`src/hdl/rfo_pkg.sv`:
```
package rfo_pkg;

  localparam int CAPACITY   = 64;
  localparam int ELEM_WIDTH = 32;

  // fixed field widths of the stream payload
  localparam int DATA_W      = 32;
  localparam int CNT_W       = 16;
  localparam int LVL_OUT_W   = 7;
  localparam int CFG_W       = 7;
  localparam int IN_TDATA_W  = 48;
  localparam int IN_TUSER_W  = 4;
  localparam int OUT_TDATA_W = 40;
  localparam int OUT_TUSER_W = 2;

  // data_in is only 32 bits wide, so the store is never wider than 32 bits
  localparam int STORE_W = (ELEM_WIDTH < DATA_W) ? ELEM_WIDTH : DATA_W;
  localparam int PTR_W   = (CAPACITY > 1) ? $clog2(CAPACITY) : 1;
  localparam int LVL_W   = $clog2(CAPACITY + 1);

  typedef enum logic [1:0] {
    OP_PUSH  = 2'd0,
    OP_POP   = 2'd1,
    OP_BPUSH = 2'd2,
    OP_BPOP  = 2'd3
  } op_e;

  typedef enum logic [1:0] {
    ST_OK    = 2'd0,
    ST_FULL  = 2'd1,
    ST_OVWR  = 2'd2,
    ST_SHORT = 2'd3
  } status_e;

  typedef struct packed {
    logic               we;
    logic [PTR_W-1:0]   waddr;
    logic [STORE_W-1:0] wdata;
    logic               re;
    logic [PTR_W-1:0]   raddr;
  } mem_req_t;

endpackage

```
`src/hdl/rfo_mem.sv`:
```
module rfo_mem (
  input  logic                       clk_i,
  input  rfo_pkg::mem_req_t          req_i,
  output logic [rfo_pkg::STORE_W-1:0] rdata_o
);

  logic [rfo_pkg::STORE_W-1:0] mem_q [rfo_pkg::CAPACITY];
  logic [rfo_pkg::STORE_W-1:0] rdata_q;

  always_ff @(posedge clk_i) begin
    if (req_i.we) begin
      mem_q[req_i.waddr] <= req_i.wdata;
    end
  end

  // read data holds until the next read
  always_ff @(posedge clk_i) begin
    if (req_i.re) begin
      rdata_q <= mem_q[req_i.raddr];
    end
  end

  assign rdata_o = rdata_q;

endmodule

```
`src/hdl/rfo_adv.sv`:
```
module rfo_adv (
  input  logic [rfo_pkg::PTR_W-1:0] ptr_i,
  input  logic [rfo_pkg::LVL_W-1:0] depth_i,
  output logic [rfo_pkg::PTR_W-1:0] ptr_o
);

  logic [rfo_pkg::LVL_W-1:0] nxt;

  always_comb begin
    nxt   = rfo_pkg::LVL_W'(ptr_i) + rfo_pkg::LVL_W'(1);
    ptr_o = (nxt >= depth_i) ? '0 : rfo_pkg::PTR_W'(nxt);
  end

endmodule

```
`src/hdl/ring_fifo_with_overwrite.sv`:
```
// Circular FIFO with overwrite over a store of rfo_pkg::CAPACITY entries, of which
// depth_in_use are in use; any write of depth_in_use empties the FIFO. Items are handled
// one at a time by a small sequencer around a single pointer-advance unit and a memory
// with a registered read port. A push, a pop of an empty FIFO, a burst pop of too many
// entries or a burst element that ends a burst goes from idle through a decide state to an
// emit state, which loads the output register once it is free; other burst elements and
// burst pops of no entries go from the decide state back to idle without a result. A pop
// that returns entries passes a pop state, which reads the memory, and the emit state per
// entry. A result waiting in the output register does not stop the next item from being
// accepted. The store is not cleared; entries are read only after they were written.
module ring_fifo_with_overwrite (
  input  logic                             clk_i,
  input  logic                             rst_ni,
  input  logic                             cfg_we_i,
  input  logic [rfo_pkg::CFG_W-1:0]        cfg_wdata_i,
  input  logic                             s_axis_tvalid,
  output logic                             s_axis_tready,
  // data_in [31:0], burst_count [47:32]
  input  logic [rfo_pkg::IN_TDATA_W-1:0]   s_axis_tdata,
  // opcode [1:0], overwrite [2], burst_first [3]
  input  logic [rfo_pkg::IN_TUSER_W-1:0]   s_axis_tuser,
  input  logic                             s_axis_tlast,
  output logic                             m_axis_tvalid,
  input  logic                             m_axis_tready,
  // data_out [31:0], level [38:32], zero [39]
  output logic [rfo_pkg::OUT_TDATA_W-1:0]  m_axis_tdata,
  // status [1:0]
  output logic [rfo_pkg::OUT_TUSER_W-1:0]  m_axis_tuser,
  output logic                             m_axis_tlast
);

  localparam int PW = rfo_pkg::PTR_W;
  localparam int LW = rfo_pkg::LVL_W;
  localparam int CW = rfo_pkg::CNT_W;

  typedef enum logic [3:0] {
    S_IDLE   = 4'b0001,
    S_DECIDE = 4'b0010,
    S_POP    = 4'b0100,
    S_EMIT   = 4'b1000
  } state_e;

  state_e                       state_q, state_d;
  rfo_pkg::op_e                 op_q, op_d;
  logic                         ow_q, ow_d;
  logic [rfo_pkg::STORE_W-1:0]  data_q, data_d;
  logic [CW-1:0]                cnt_q, cnt_d;
  logic                         first_q, first_d;
  logic                         blast_q, blast_d;
  logic [LW-1:0]                depth_q, depth_d;
  logic [PW-1:0]                wp_q, wp_d;
  logic [PW-1:0]                rp_q, rp_d;
  logic [LW-1:0]                level_q, level_d;
  logic                         rej_q, rej_d;
  logic                         ovf_q, ovf_d;
  logic [LW-1:0]                rem_q, rem_d;
  rfo_pkg::status_e             res_st_q, res_st_d;
  logic                         res_mem_q, res_mem_d;
  logic                         res_last_q, res_last_d;

  logic                         out_valid_q;
  logic [rfo_pkg::DATA_W-1:0]   out_data_q;
  logic [rfo_pkg::LVL_OUT_W-1:0] out_level_q;
  rfo_pkg::status_e             out_st_q;
  logic                         out_last_q;
  logic                         out_free;
  logic                         out_load;

  rfo_pkg::mem_req_t            mem_req;
  logic [rfo_pkg::STORE_W-1:0]  mem_rdata;
  logic [PW-1:0]                adv_in;
  logic [PW-1:0]                adv_out;

  logic                         full;
  logic                         do_store;
  logic                         rej_cur;
  logic                         ovf_cur;
  logic                         in_acc;

  rfo_mem u_mem (
    .clk_i   (clk_i),
    .req_i   (mem_req),
    .rdata_o (mem_rdata)
  );

  rfo_adv u_adv (
    .ptr_i   (adv_in),
    .depth_i (depth_q),
    .ptr_o   (adv_out)
  );

  assign s_axis_tready = (state_q == S_IDLE);
  assign in_acc        = s_axis_tvalid && s_axis_tready;
  assign out_free      = !out_valid_q || m_axis_tready;
  assign full          = (level_q == depth_q);

  always_comb begin
    state_d    = state_q;
    op_d       = op_q;
    ow_d       = ow_q;
    data_d     = data_q;
    cnt_d      = cnt_q;
    first_d    = first_q;
    blast_d    = blast_q;
    depth_d    = depth_q;
    wp_d       = wp_q;
    rp_d       = rp_q;
    level_d    = level_q;
    rej_d      = rej_q;
    ovf_d      = ovf_q;
    rem_d      = rem_q;
    res_st_d   = res_st_q;
    res_mem_d  = res_mem_q;
    res_last_d = res_last_q;
    mem_req    = '0;
    adv_in     = wp_q;
    do_store   = 1'b0;
    out_load   = 1'b0;
    rej_cur    = rej_q;
    ovf_cur    = ovf_q;

    case (state_q)
      S_IDLE: begin
        if (in_acc) begin
          op_d    = rfo_pkg::op_e'(s_axis_tuser[1:0]);
          ow_d    = s_axis_tuser[2];
          first_d = s_axis_tuser[3];
          data_d  = rfo_pkg::STORE_W'(s_axis_tdata[31:0]);
          cnt_d   = s_axis_tdata[47:32];
          blast_d = s_axis_tlast;
          state_d = S_DECIDE;
        end
      end
      S_DECIDE: begin
        res_mem_d  = 1'b0;
        res_last_d = 1'b1;
        case (op_q)
          rfo_pkg::OP_PUSH: begin
            if (full && !ow_q) begin
              res_st_d = rfo_pkg::ST_FULL;
            end else begin
              do_store = 1'b1;
              res_st_d = full ? rfo_pkg::ST_OVWR : rfo_pkg::ST_OK;
            end
            state_d = S_EMIT;
          end
          rfo_pkg::OP_POP: begin
            if (level_q == '0) begin
              res_st_d = rfo_pkg::ST_SHORT;
              state_d  = S_EMIT;
            end else begin
              rem_d   = LW'(1);
              state_d = S_POP;
            end
          end
          rfo_pkg::OP_BPUSH: begin
            if (first_q) begin
              rej_cur = ((CW+1)'(level_q) + (CW+1)'(cnt_q) > (CW+1)'(depth_q)) && !ow_q;
              ovf_cur = 1'b0;
            end
            if (!rej_cur) begin
              do_store = 1'b1;
              if (full) begin
                ovf_cur = 1'b1;
              end
            end
            if (blast_q) begin
              res_st_d = rej_cur ? rfo_pkg::ST_FULL
                       : (ovf_cur ? rfo_pkg::ST_OVWR : rfo_pkg::ST_OK);
              rej_d    = 1'b0;
              ovf_d    = 1'b0;
              state_d  = S_EMIT;
            end else begin
              rej_d   = rej_cur;
              ovf_d   = ovf_cur;
              state_d = S_IDLE;
            end
          end
          rfo_pkg::OP_BPOP: begin
            if ((CW+1)'(cnt_q) > (CW+1)'(level_q)) begin
              res_st_d = rfo_pkg::ST_SHORT;
              state_d  = S_EMIT;
            end else if (cnt_q == '0) begin
              state_d = S_IDLE;
            end else begin
              rem_d   = LW'(cnt_q);
              state_d = S_POP;
            end
          end
          default: begin
            state_d = S_IDLE;
          end
        endcase
      end
      S_POP: begin
        adv_in        = rp_q;
        mem_req.re    = 1'b1;
        mem_req.raddr = rp_q;
        rp_d          = adv_out;
        level_d       = level_q - LW'(1);
        rem_d         = rem_q - LW'(1);
        res_st_d      = rfo_pkg::ST_OK;
        res_mem_d     = 1'b1;
        res_last_d    = (rem_q == LW'(1));
        state_d       = S_EMIT;
      end
      S_EMIT: begin
        if (out_free) begin
          out_load = 1'b1;
          state_d  = res_last_q ? S_IDLE : S_POP;
        end
      end
      default: begin
        state_d = S_IDLE;
      end
    endcase

    // when full the read pointer sits on the write pointer, so one advance serves both
    if (do_store) begin
      mem_req.we    = 1'b1;
      mem_req.waddr = wp_q;
      mem_req.wdata = data_q;
      wp_d          = adv_out;
      if (full) begin
        rp_d = adv_out;
      end else begin
        level_d = level_q + LW'(1);
      end
    end

    if (cfg_we_i) begin
      if (cfg_wdata_i == '0) begin
        depth_d = LW'(1);
      end else if (int'(cfg_wdata_i) > rfo_pkg::CAPACITY) begin
        depth_d = LW'(rfo_pkg::CAPACITY);
      end else begin
        depth_d = LW'(cfg_wdata_i);
      end
      wp_d    = '0;
      rp_d    = '0;
      level_d = '0;
      rej_d   = 1'b0;
      ovf_d   = 1'b0;
    end
  end

  always_ff @(posedge clk_i or negedge rst_ni) begin
    if (!rst_ni) begin
      state_q <= S_IDLE;
      depth_q <= LW'(rfo_pkg::CAPACITY);
      wp_q    <= '0;
      rp_q    <= '0;
      level_q <= '0;
      rej_q   <= 1'b0;
      ovf_q   <= 1'b0;
      rem_q   <= '0;
    end else begin
      state_q <= state_d;
      depth_q <= depth_d;
      wp_q    <= wp_d;
      rp_q    <= rp_d;
      level_q <= level_d;
      rej_q   <= rej_d;
      ovf_q   <= ovf_d;
      rem_q   <= rem_d;
    end
  end

  always_ff @(posedge clk_i) begin
    op_q       <= op_d;
    ow_q       <= ow_d;
    data_q     <= data_d;
    cnt_q      <= cnt_d;
    first_q    <= first_d;
    blast_q    <= blast_d;
    res_st_q   <= res_st_d;
    res_mem_q  <= res_mem_d;
    res_last_q <= res_last_d;
  end

  always_ff @(posedge clk_i or negedge rst_ni) begin
    if (!rst_ni) begin
      out_valid_q <= 1'b0;
    end else if (out_load) begin
      out_valid_q <= 1'b1;
    end else if (m_axis_tready) begin
      out_valid_q <= 1'b0;
    end
  end

  always_ff @(posedge clk_i) begin
    if (out_load) begin
      out_data_q  <= res_mem_q ? rfo_pkg::DATA_W'(mem_rdata) : '0;
      out_level_q <= rfo_pkg::LVL_OUT_W'(level_q);
      out_st_q    <= res_st_q;
      out_last_q  <= res_last_q;
    end
  end

  assign m_axis_tvalid = out_valid_q;
  assign m_axis_tdata  = {1'b0, out_level_q, out_data_q};
  assign m_axis_tuser  = out_st_q;
  assign m_axis_tlast  = out_last_q;

endmodule

```
`config.mk`:
```
export PLATFORM = sky130hd
export DESIGN_NAME = ring_fifo_with_overwrite
export DESIGN_NICKNAME = d
export VERILOG_FILES = /design/src/hdl/rfo_pkg.sv /design/src/hdl/rfo_mem.sv /design/src/hdl/rfo_adv.sv /design/src/hdl/ring_fifo_with_overwrite.sv
export SDC_FILE = /design/constraint.sdc
export NUM_CORES = 2
export LEC_CHECK = 0
export ABC_AREA = 1
export BUFFER_PORTS_ARGS = -buffer_cell sky130_fd_sc_hd__buf_4
export CORE_ASPECT_RATIO = 1.5
export CORE_MARGIN = 1.5
export CORE_UTILIZATION = 37
export CTS_BUF_LIST = sky130_fd_sc_hd__clkbuf_16
export DETAILED_ROUTE_END_ITERATION = 10
export HOLD_SLACK_MARGIN = 0.03
export PLACE_DENSITY = 0.57
export SLEW_MARGIN = 25
export SYNTH_ARGS = -nofsm -noshare
export SYNTH_HDL_FRONTEND = slang
export SYNTH_SLANG_ARGS = --single-unit
```
`constraint.sdc`:
```
create_clock -name clk_i -period 5.4 [get_ports clk_i]
set_clock_uncertainty 0.05 [all_clocks]
set_input_delay 0.54 -clock clk_i [delete_from_list [all_inputs] [get_ports clk_i]]
set_output_delay 0.54 -clock clk_i [all_outputs]
set_load 0.05 [all_outputs]
```
Word level (Yosys, flattened, before mapping)

Memories as Yosys holds them, arrays and structs flattened. A register that Yosys moved wholly into a read port is not among the register bits.
Cells that the tools add are included.

Latch bits: 0
Register bits after elaboration: 139
Bits in read-only memories: 0
Logic and storage cells: 137
Bits in writable memories: 2048
Output and inout bits: 45
Memories: 1

Memory list:

| memory      | words | bits a word | read ports | clocked after memory_dff | write ports | line         | RTL |
|---|---|---|---|---|---|---|---|
| u_mem.mem_q | 64    | 32          | 1          | 1                        | 1           | rfo_mem.sv:7 | `logic [rfo_pkg::STORE_W-1:0] mem_q [rfo_pkg::CAPACITY];` |

Add/subtract/negate cells: 5
Div/mod/pow operators: 0
Multiply operators: 0
Magnitude comparators: 4
Reduce and logical (&&, ||, !) cells: 20
Shifts and indexed selects: 0
Eq/ne operators: 18
Muxes and demuxes: 67
Bitwise gates (word level): 0

Operators with widths:

| cell                                                               | count |
|---|---|
| 7-bit 2-to-1 mux                                                   | 10 |
| 6-bit 2-to-1 mux                                                   | 8 |
| 39-bit 2-to-1 mux                                                  | 1 |
| 4-bit case mux with 4 select lines                                 | 2 |
| 7-bit case mux with 2 select lines                                 | 2 |
| 1-bit 2-to-1 mux                                                   | 25 |
| 4-bit 2-to-1 mux                                                   | 5 |
| 3-bit inequality test, second input constant                       | 6 |
| 7-bit by 16-bit adder with 17-bit output                           | 1 |
| 17-bit by 7-bit > comparator with 1-bit output                     | 1 |
| 16-bit by 7-bit > comparator with 1-bit output                     | 1 |
| 16-bit zero test                                                   | 1 |
| 7-bit zero test                                                    | 2 |
| 2-bit 2-to-1 mux                                                   | 7 |
| 7-bit by 1-bit subtractor with 7-bit output, second input constant | 2 |
| 2-bit nonzero test                                                 | 5 |
| 2-bit case mux with 4 select lines                                 | 1 |
| 6-bit by 1-bit adder with 7-bit output, second input constant      | 1 |
| 7-bit by 1-bit adder with 7-bit output, second input constant      | 1 |
| 7-bit by 1-bit == test with 1-bit output, second input constant    | 1 |
| 7-bit == test                                                      | 1 |
| 7-bit >= comparator                                                | 1 |
| 7-bit > comparator, second input constant                          | 1 |
| 3-bit 2-to-1 mux                                                   | 2 |
| other kinds (18)                                                   | 26 |

Longest topological paths before layout

Word-level depth: 14
Gate-level depth with buffers: 27

Hierarchy

From an unflattened synthesis, not the netlist that was laid out.

Cell total of the unflattened synthesis: 7666
Area, all modules: 90762.0 sq um

Modules (own cells, without submodules):

| module                   | area an instance (sq um) | cells an instance | instances |
|---|---|---|---|
| rfo_mem                  | 83058.4                  | 6769              | 1 |
| ring_fifo_with_overwrite | 7382.1                   | 838               | 1 |
| rfo_adv                  | 321.6                    | 59                | 1 |

Worst setup path before layout

Ideal clock, no wire load.

Path type: flip-flop to flip-flop
From: reg level_q[3]
To: mem u_mem.mem_q[0][10] (netlist name), data pin
Required time: 4.851 ns
Clock period less this slack: 5.080 ns
Path buffers: 3
Cell stages (with the launch flop): 26
Setup slack: 0.320 ns
Arrival time: 4.531 ns
Cells stage by stage: dfrtp_1 clkbuf_1 inv_1 ha_1 nor2_1 nand2_1 nand3_1 xor2_1 ha_1 nand2_1 nor2_1 nand2_1 nand3_1 nand2_1 nand2_1 nand2_1 nand3_1 nor2_1 nand3_1 nand2_1 nand3_2 nand2_1 nand2_1 buf_4 buf_2 nor2_1

RTL lines:

| element                | line                            | RTL |
|---|---|---|
| from (decl)            | ring_fifo_with_overwrite.sv:53  | `logic [LW-1:0] level_q, level_d;` |
| from (signal assigned) | ring_fifo_with_overwrite.sv:262 | `level_q <= level_d;` |
| to (decl)              | rfo_mem.sv:7                    |  |

Final worst setup path

From: reg cnt_q[0]
To: mem u_mem.mem_q[49][21] (netlist name) (enable)

Cells in the longest elaborated chain, start to end: 12

RTL lines:

| element                                            | line                            | RTL |
|---|---|---|
| from (decl)                                        | ring_fifo_with_overwrite.sv:47  | `logic [CW-1:0] cnt_q, cnt_d;` |
| from (signal assigned)                             | ring_fifo_with_overwrite.sv:273 | `cnt_q <= cnt_d;` |
| 7-bit by 16-bit adder with 17-bit output (*)       | ring_fifo_with_overwrite.sv:158 | `rej_cur = ((CW+1)'(level_q) + (CW+1)'(cnt_q) > (CW+1)'(depth_q)) && !ow_q;` |
| 17-bit by 7-bit > comparator with 1-bit output (*) | ring_fifo_with_overwrite.sv:158 |  |
| 1-bit logical AND (*)                              | ring_fifo_with_overwrite.sv:158 |  |
| 1-bit 2-to-1 mux (*)                               | ring_fifo_with_overwrite.sv:157 | `if (first_q) begin` |
| 1-bit 2-to-1 mux (*)                               | ring_fifo_with_overwrite.sv:137 | `case (op_q)` |
| 1-bit 2-to-1 mux (*)                               | ring_fifo_with_overwrite.sv:122 | `case (state_q)` |
| 1-bit 2-to-1 mux (*)                               | ring_fifo_with_overwrite.sv:161 | `if (!rej_cur) begin` |
| 1-bit case mux with 2 select lines (*)             | ring_fifo_with_overwrite.sv:137 |  |
| 1-bit 2-to-1 mux (*)                               | ring_fifo_with_overwrite.sv:122 |  |
| 39-bit 2-to-1 mux (*)                              | ring_fifo_with_overwrite.sv:219 | `if (do_store) begin` |
| 1-bit 2-to-1 mux                                   | rfo_mem.sv:11                   | `if (req_i.we) begin` |
| 1-bit 2-to-1 mux (not written as such)             | rfo_mem.sv:12                   | `mem_q[req_i.waddr] <= req_i.wdata;` |

Mark *: on every way between the ends. The rest lies on a longest branch, timed or not. The select of a mux whose other input is x is not followed.

==> results.toml <==
[yosys]
async_flop_share_pct = 1.803
synth_area_per_cell_sq_um = 13.61
synth_seq_cells = 2219
netlist_top_cells_area = "edfxtp_1, nand3_1, nand2_1"
synth.distinct_cells = 53
syn-num-nets = 6714
ys_warn_count = 0
syn_inst = 6615
synth_common_cells = "edfxtp_1, nand2_1, nand3_1, o21ai_0, clkbuf_1"
synthesis.area_sq_um = 90010
synth.most_common_cell = "edfxtp_1"
synth_top_area_cell = "edfxtp_1"
synth_seq_area_share_pct = 73.81
synth_top_cell_area_share_pct = 72.69
ys.flop_type = "edfxtp_1"
synth_edf_count = 2179

[finish]
stdcell_area_sq_um = 105100
final_nets = 6964
drive_gt1_share_pct = 16.91
final_util_pct = 43.48
syn_to_final_growth_pct = 16.75
fillerInstances = 21730

[cts]
cts_tree = "built"
clock-root-buffer = "clkbuf_16"
clk_pin_slew_worst_paths_ns = 0.06
cts_made_buffers = 205
cts_sinks = 2219
htreeDepth = 4
cts_resized = 0
clock_latency_ns = 0.87
clockBufferDepth = 4

[pwr]
p_int_w = 0.02844
seqPwrFrac_pct = 52.8
comb_power_share_pct = 9.4
leakagePower_nw = 36.70
switchingPower_w = 0.009167
p_sw_share_pct = 24.37
clock_power_share_pct = 37.8
ir_drop_mv = 0.2911
total_power_w = 0.03761
cellPowerDensity_nw_per_um2 = 357.9

[placement]
place.gp.congestion = 0.9063
post-place-ws_ns = 0.2971
place_area_sq_um = 97460
port_buffers = 108
post-dp-hpwl_mm = 165.0

[critical_path]
arrival_ns = 5.58
timing.rr.start = "cnt_q[0]"
worst-path-buf-inv = 5
cpPeakStageDelay_ns = 0.40
rrSetupSlack_ns = 0.28
cp_slowest_cell = "edfxtp_1"
cp-start-kind = "register"
criticalPathCategory = "reg -> reg"
cp_max_fo = 27
cp_top_family = "simple AND/OR/NAND/NOR gates"
crit_top_cell = "nand2_1"
critical_path.endpoint_type = "register"
reg2reg_depth = 26
cp.required_ns = 5.86
reg2reg_to = "u_mem.mem_q[49][21]"

[route]
viasPerCell = 5.581
highest_layer = "met5"
postRouteAntennaNets = 0
wl_per_cell_um = 27.39
drc = 0
wl_met1_mm = 105.9
firstDrtPassIters = 5
met2_length_mm = 136.7
wl_met3_mm = 15.99
wl_mm = 281.1
vias = 57280
drtIter0Drc = 5865

[sta]
tightestPinTransition_ns = 1.074
setup_ws_ns = 0.2800
period_minus_slack_ns = 5.120
finalCritPeriodShare_pct = 94.81
finalHoldViolations = 0
slew_viol_final = 0
max_freq_mhz = 195.3
relSlewSlack_pct = 27.48
final-setup-viol-count = 0

[floorplan]
die_x_um = 405.7
coreArea_sq_um = 241700
num_rows = 221
die_y_um = 607.1
design.die.area_sq_um = 246300
start_util_pct = 37.24
ios = 110

[global_routing]
grt_pass1_wl_mm = 401.0
grt_max_degree = 153
grt_overflow = 0
grt_pass1_vias = 56510
grt_use_total_pct = 22.36
antenna_found_initial = 10

[job]
maxCapViolations = 0

[run_status]
outcome = "complete, no violations"

[worst_hold_path]
hold_path.class = "in -> async"
==> layer usage <==
| metal | global-route usage (%) | vias to the layer above |
|---|---|---|
| met5 | 0 | - |
| met4 | 15.88 | 4 |
| met3 | 2.812 | 615 |
| met2 | 37.27 | 2206 |
| met1 | 26.83 | 29060 |
| li1 | - | 25390 |
==> final cells by class <==
type / count / area (sq um) / area share, %
Tap cell: 3233 / 4045 / 3.849
Timing Repair Buffer: 511 / 5683 / 5.408
Clock buffer: 208 / 5205 / 4.953
Clock inverter: 152 / 1182 / 1.125
Antenna cell: 12 / 30.03 / 0.02857
Sequential cell: 2219 / 66440 / 63.22
Multi-Input combinational cell: 3757 / 21830 / 20.78
Inverter: 171 / 670.6 / 0.6382
==> what timing repair did <==
item	CTS	global route
setup endpoints to repair	0	340
hold endpoints to repair	112	0
hold buffers	73	0
buffers inserted	0	58
==> kinds of logic after synthesis <==
group / count (synthesis) / synth area share, %
other: 1 / 0.004166
AO/OA/AOI/OAI: 1633 / 11.64
adder cells (fa/ha/maj): 34 / 0.4810
XOR/XNOR: 27 / 0.2627
multiplexers: 5 / 0.05560
AND/OR/NAND/NOR: 2057 / 10.94
flip-flops: 2219 / 73.81
buffers and inverters: 639 / 2.802
==> worst max path at each step <==
| stage | start | end | slack [ns] | cells after the start |
|---|---|---|---|---|
| after floorplan | level_q[3] | u_mem.mem_q[0][10] | 0.32 | 25 |
| after global placement | cnt_q[0] | u_mem.mem_q[9][0] | 0.29 | 26 |
| after detailed placement | cnt_q[0] | u_mem.mem_q[9][2] | 0.30 | 26 |
| after CTS | cnt_q[0] | u_mem.mem_q[62][21] | 0.24 | 26 |
| after global routing | cnt_q[0] | u_mem.mem_q[54][28] | -0.009 | 26 |
| final | cnt_q[0] | u_mem.mem_q[49][21] | 0.28 | 26 |
==> through the flow <==
step / hold WS (ns) / instances / TNS, ns
after global routing: 0.1786 / 10260 / -0.05479
after floorplan: 0.1944 / 6615 / 0
after CTS: 0.09402 / 10190 / 0
after global placement: 0.4198 / 9759 / 0
final: 0.1511 / 10260 / 0
after detailed placement: 0.4314 / 9759 / 0
==> power by group through the flow <==
stage	clock, W	combinational (W)	sequential [W]
detailed placement	0	0.00343	0.0202
finish	0.0142	0.00353	0.0199
global placement	0	0.00340	0.0202
CTS	0.0144	0.00348	0.0199
floorplan	0	0.00167	0.0203
global route	0.0150	0.00378	0.0199
==> worst register-to-register path, delay by kind of cell (launching register included) <==
| family | cells | cell delay, ns |
|---|---|---|
| AO/OA/AOI/OAI | 1 | 0.17 |
| XOR/XNOR | 1 | 0.19 |
| adder cells (fa/ha/maj) | 3 | 0.88 |
| buffers and inverters | 5 | 1.00 |
| flip-flops | 1 | 0.40 |
| AND/OR/NAND/NOR | 16 | 2.07 |
==> registers in the layout (all words and copies together), names as in the netlist, 6 cells and up <==
register and flops:
rem_q 7, wp_q 6, u_mem.rdata_o 32, level_q 7, rp_q 6, out_data_q 32
u_mem.mem_q 2048, depth_q 7, data_q 32, cnt_q 16, out_level_q 7
==> cell usage in the layout, fill, tap and decap left out, types with 12 or more instances in the layout <==
cell type / synthesis / final
edfxtp_1: 2179 / 2179
nand2_1: 771 / 769
nand3_1: 708 / 708
o21ai_0: 441 / 441
o21bai_1: 341 / 341
o211ai_1: 340 / 340
or2_2: 335 / 335
buf_4: 5 / 305
a21oi_1: 211 / 211
clkbuf_16: 0 / 208
inv_1: 169 / 204
o22ai_1: 177 / 177
buf_12: 0 / 133
nor2_4: 0 / 103
dlygate4sd3_1: 0 / 73
nor2_1: 173 / 72
a311oi_1: 50 / 50
clkinv_1: 0 / 46
dfrtp_1: 38 / 37
ha_1: 33 / 33
clkinv_2: 0 / 32
o311ai_0: 31 / 31
bufinv_16: 0 / 19
nor3_1: 18 / 18
xor2_1: 18 / 18
a31oi_1: 13 / 13
nand4_1: 13 / 13
nand4_4: 13 / 13
diode_2: 0 / 12
o21ai_1: 12 / 12
No activity file was read; power rests on OpenSTA's default activity.
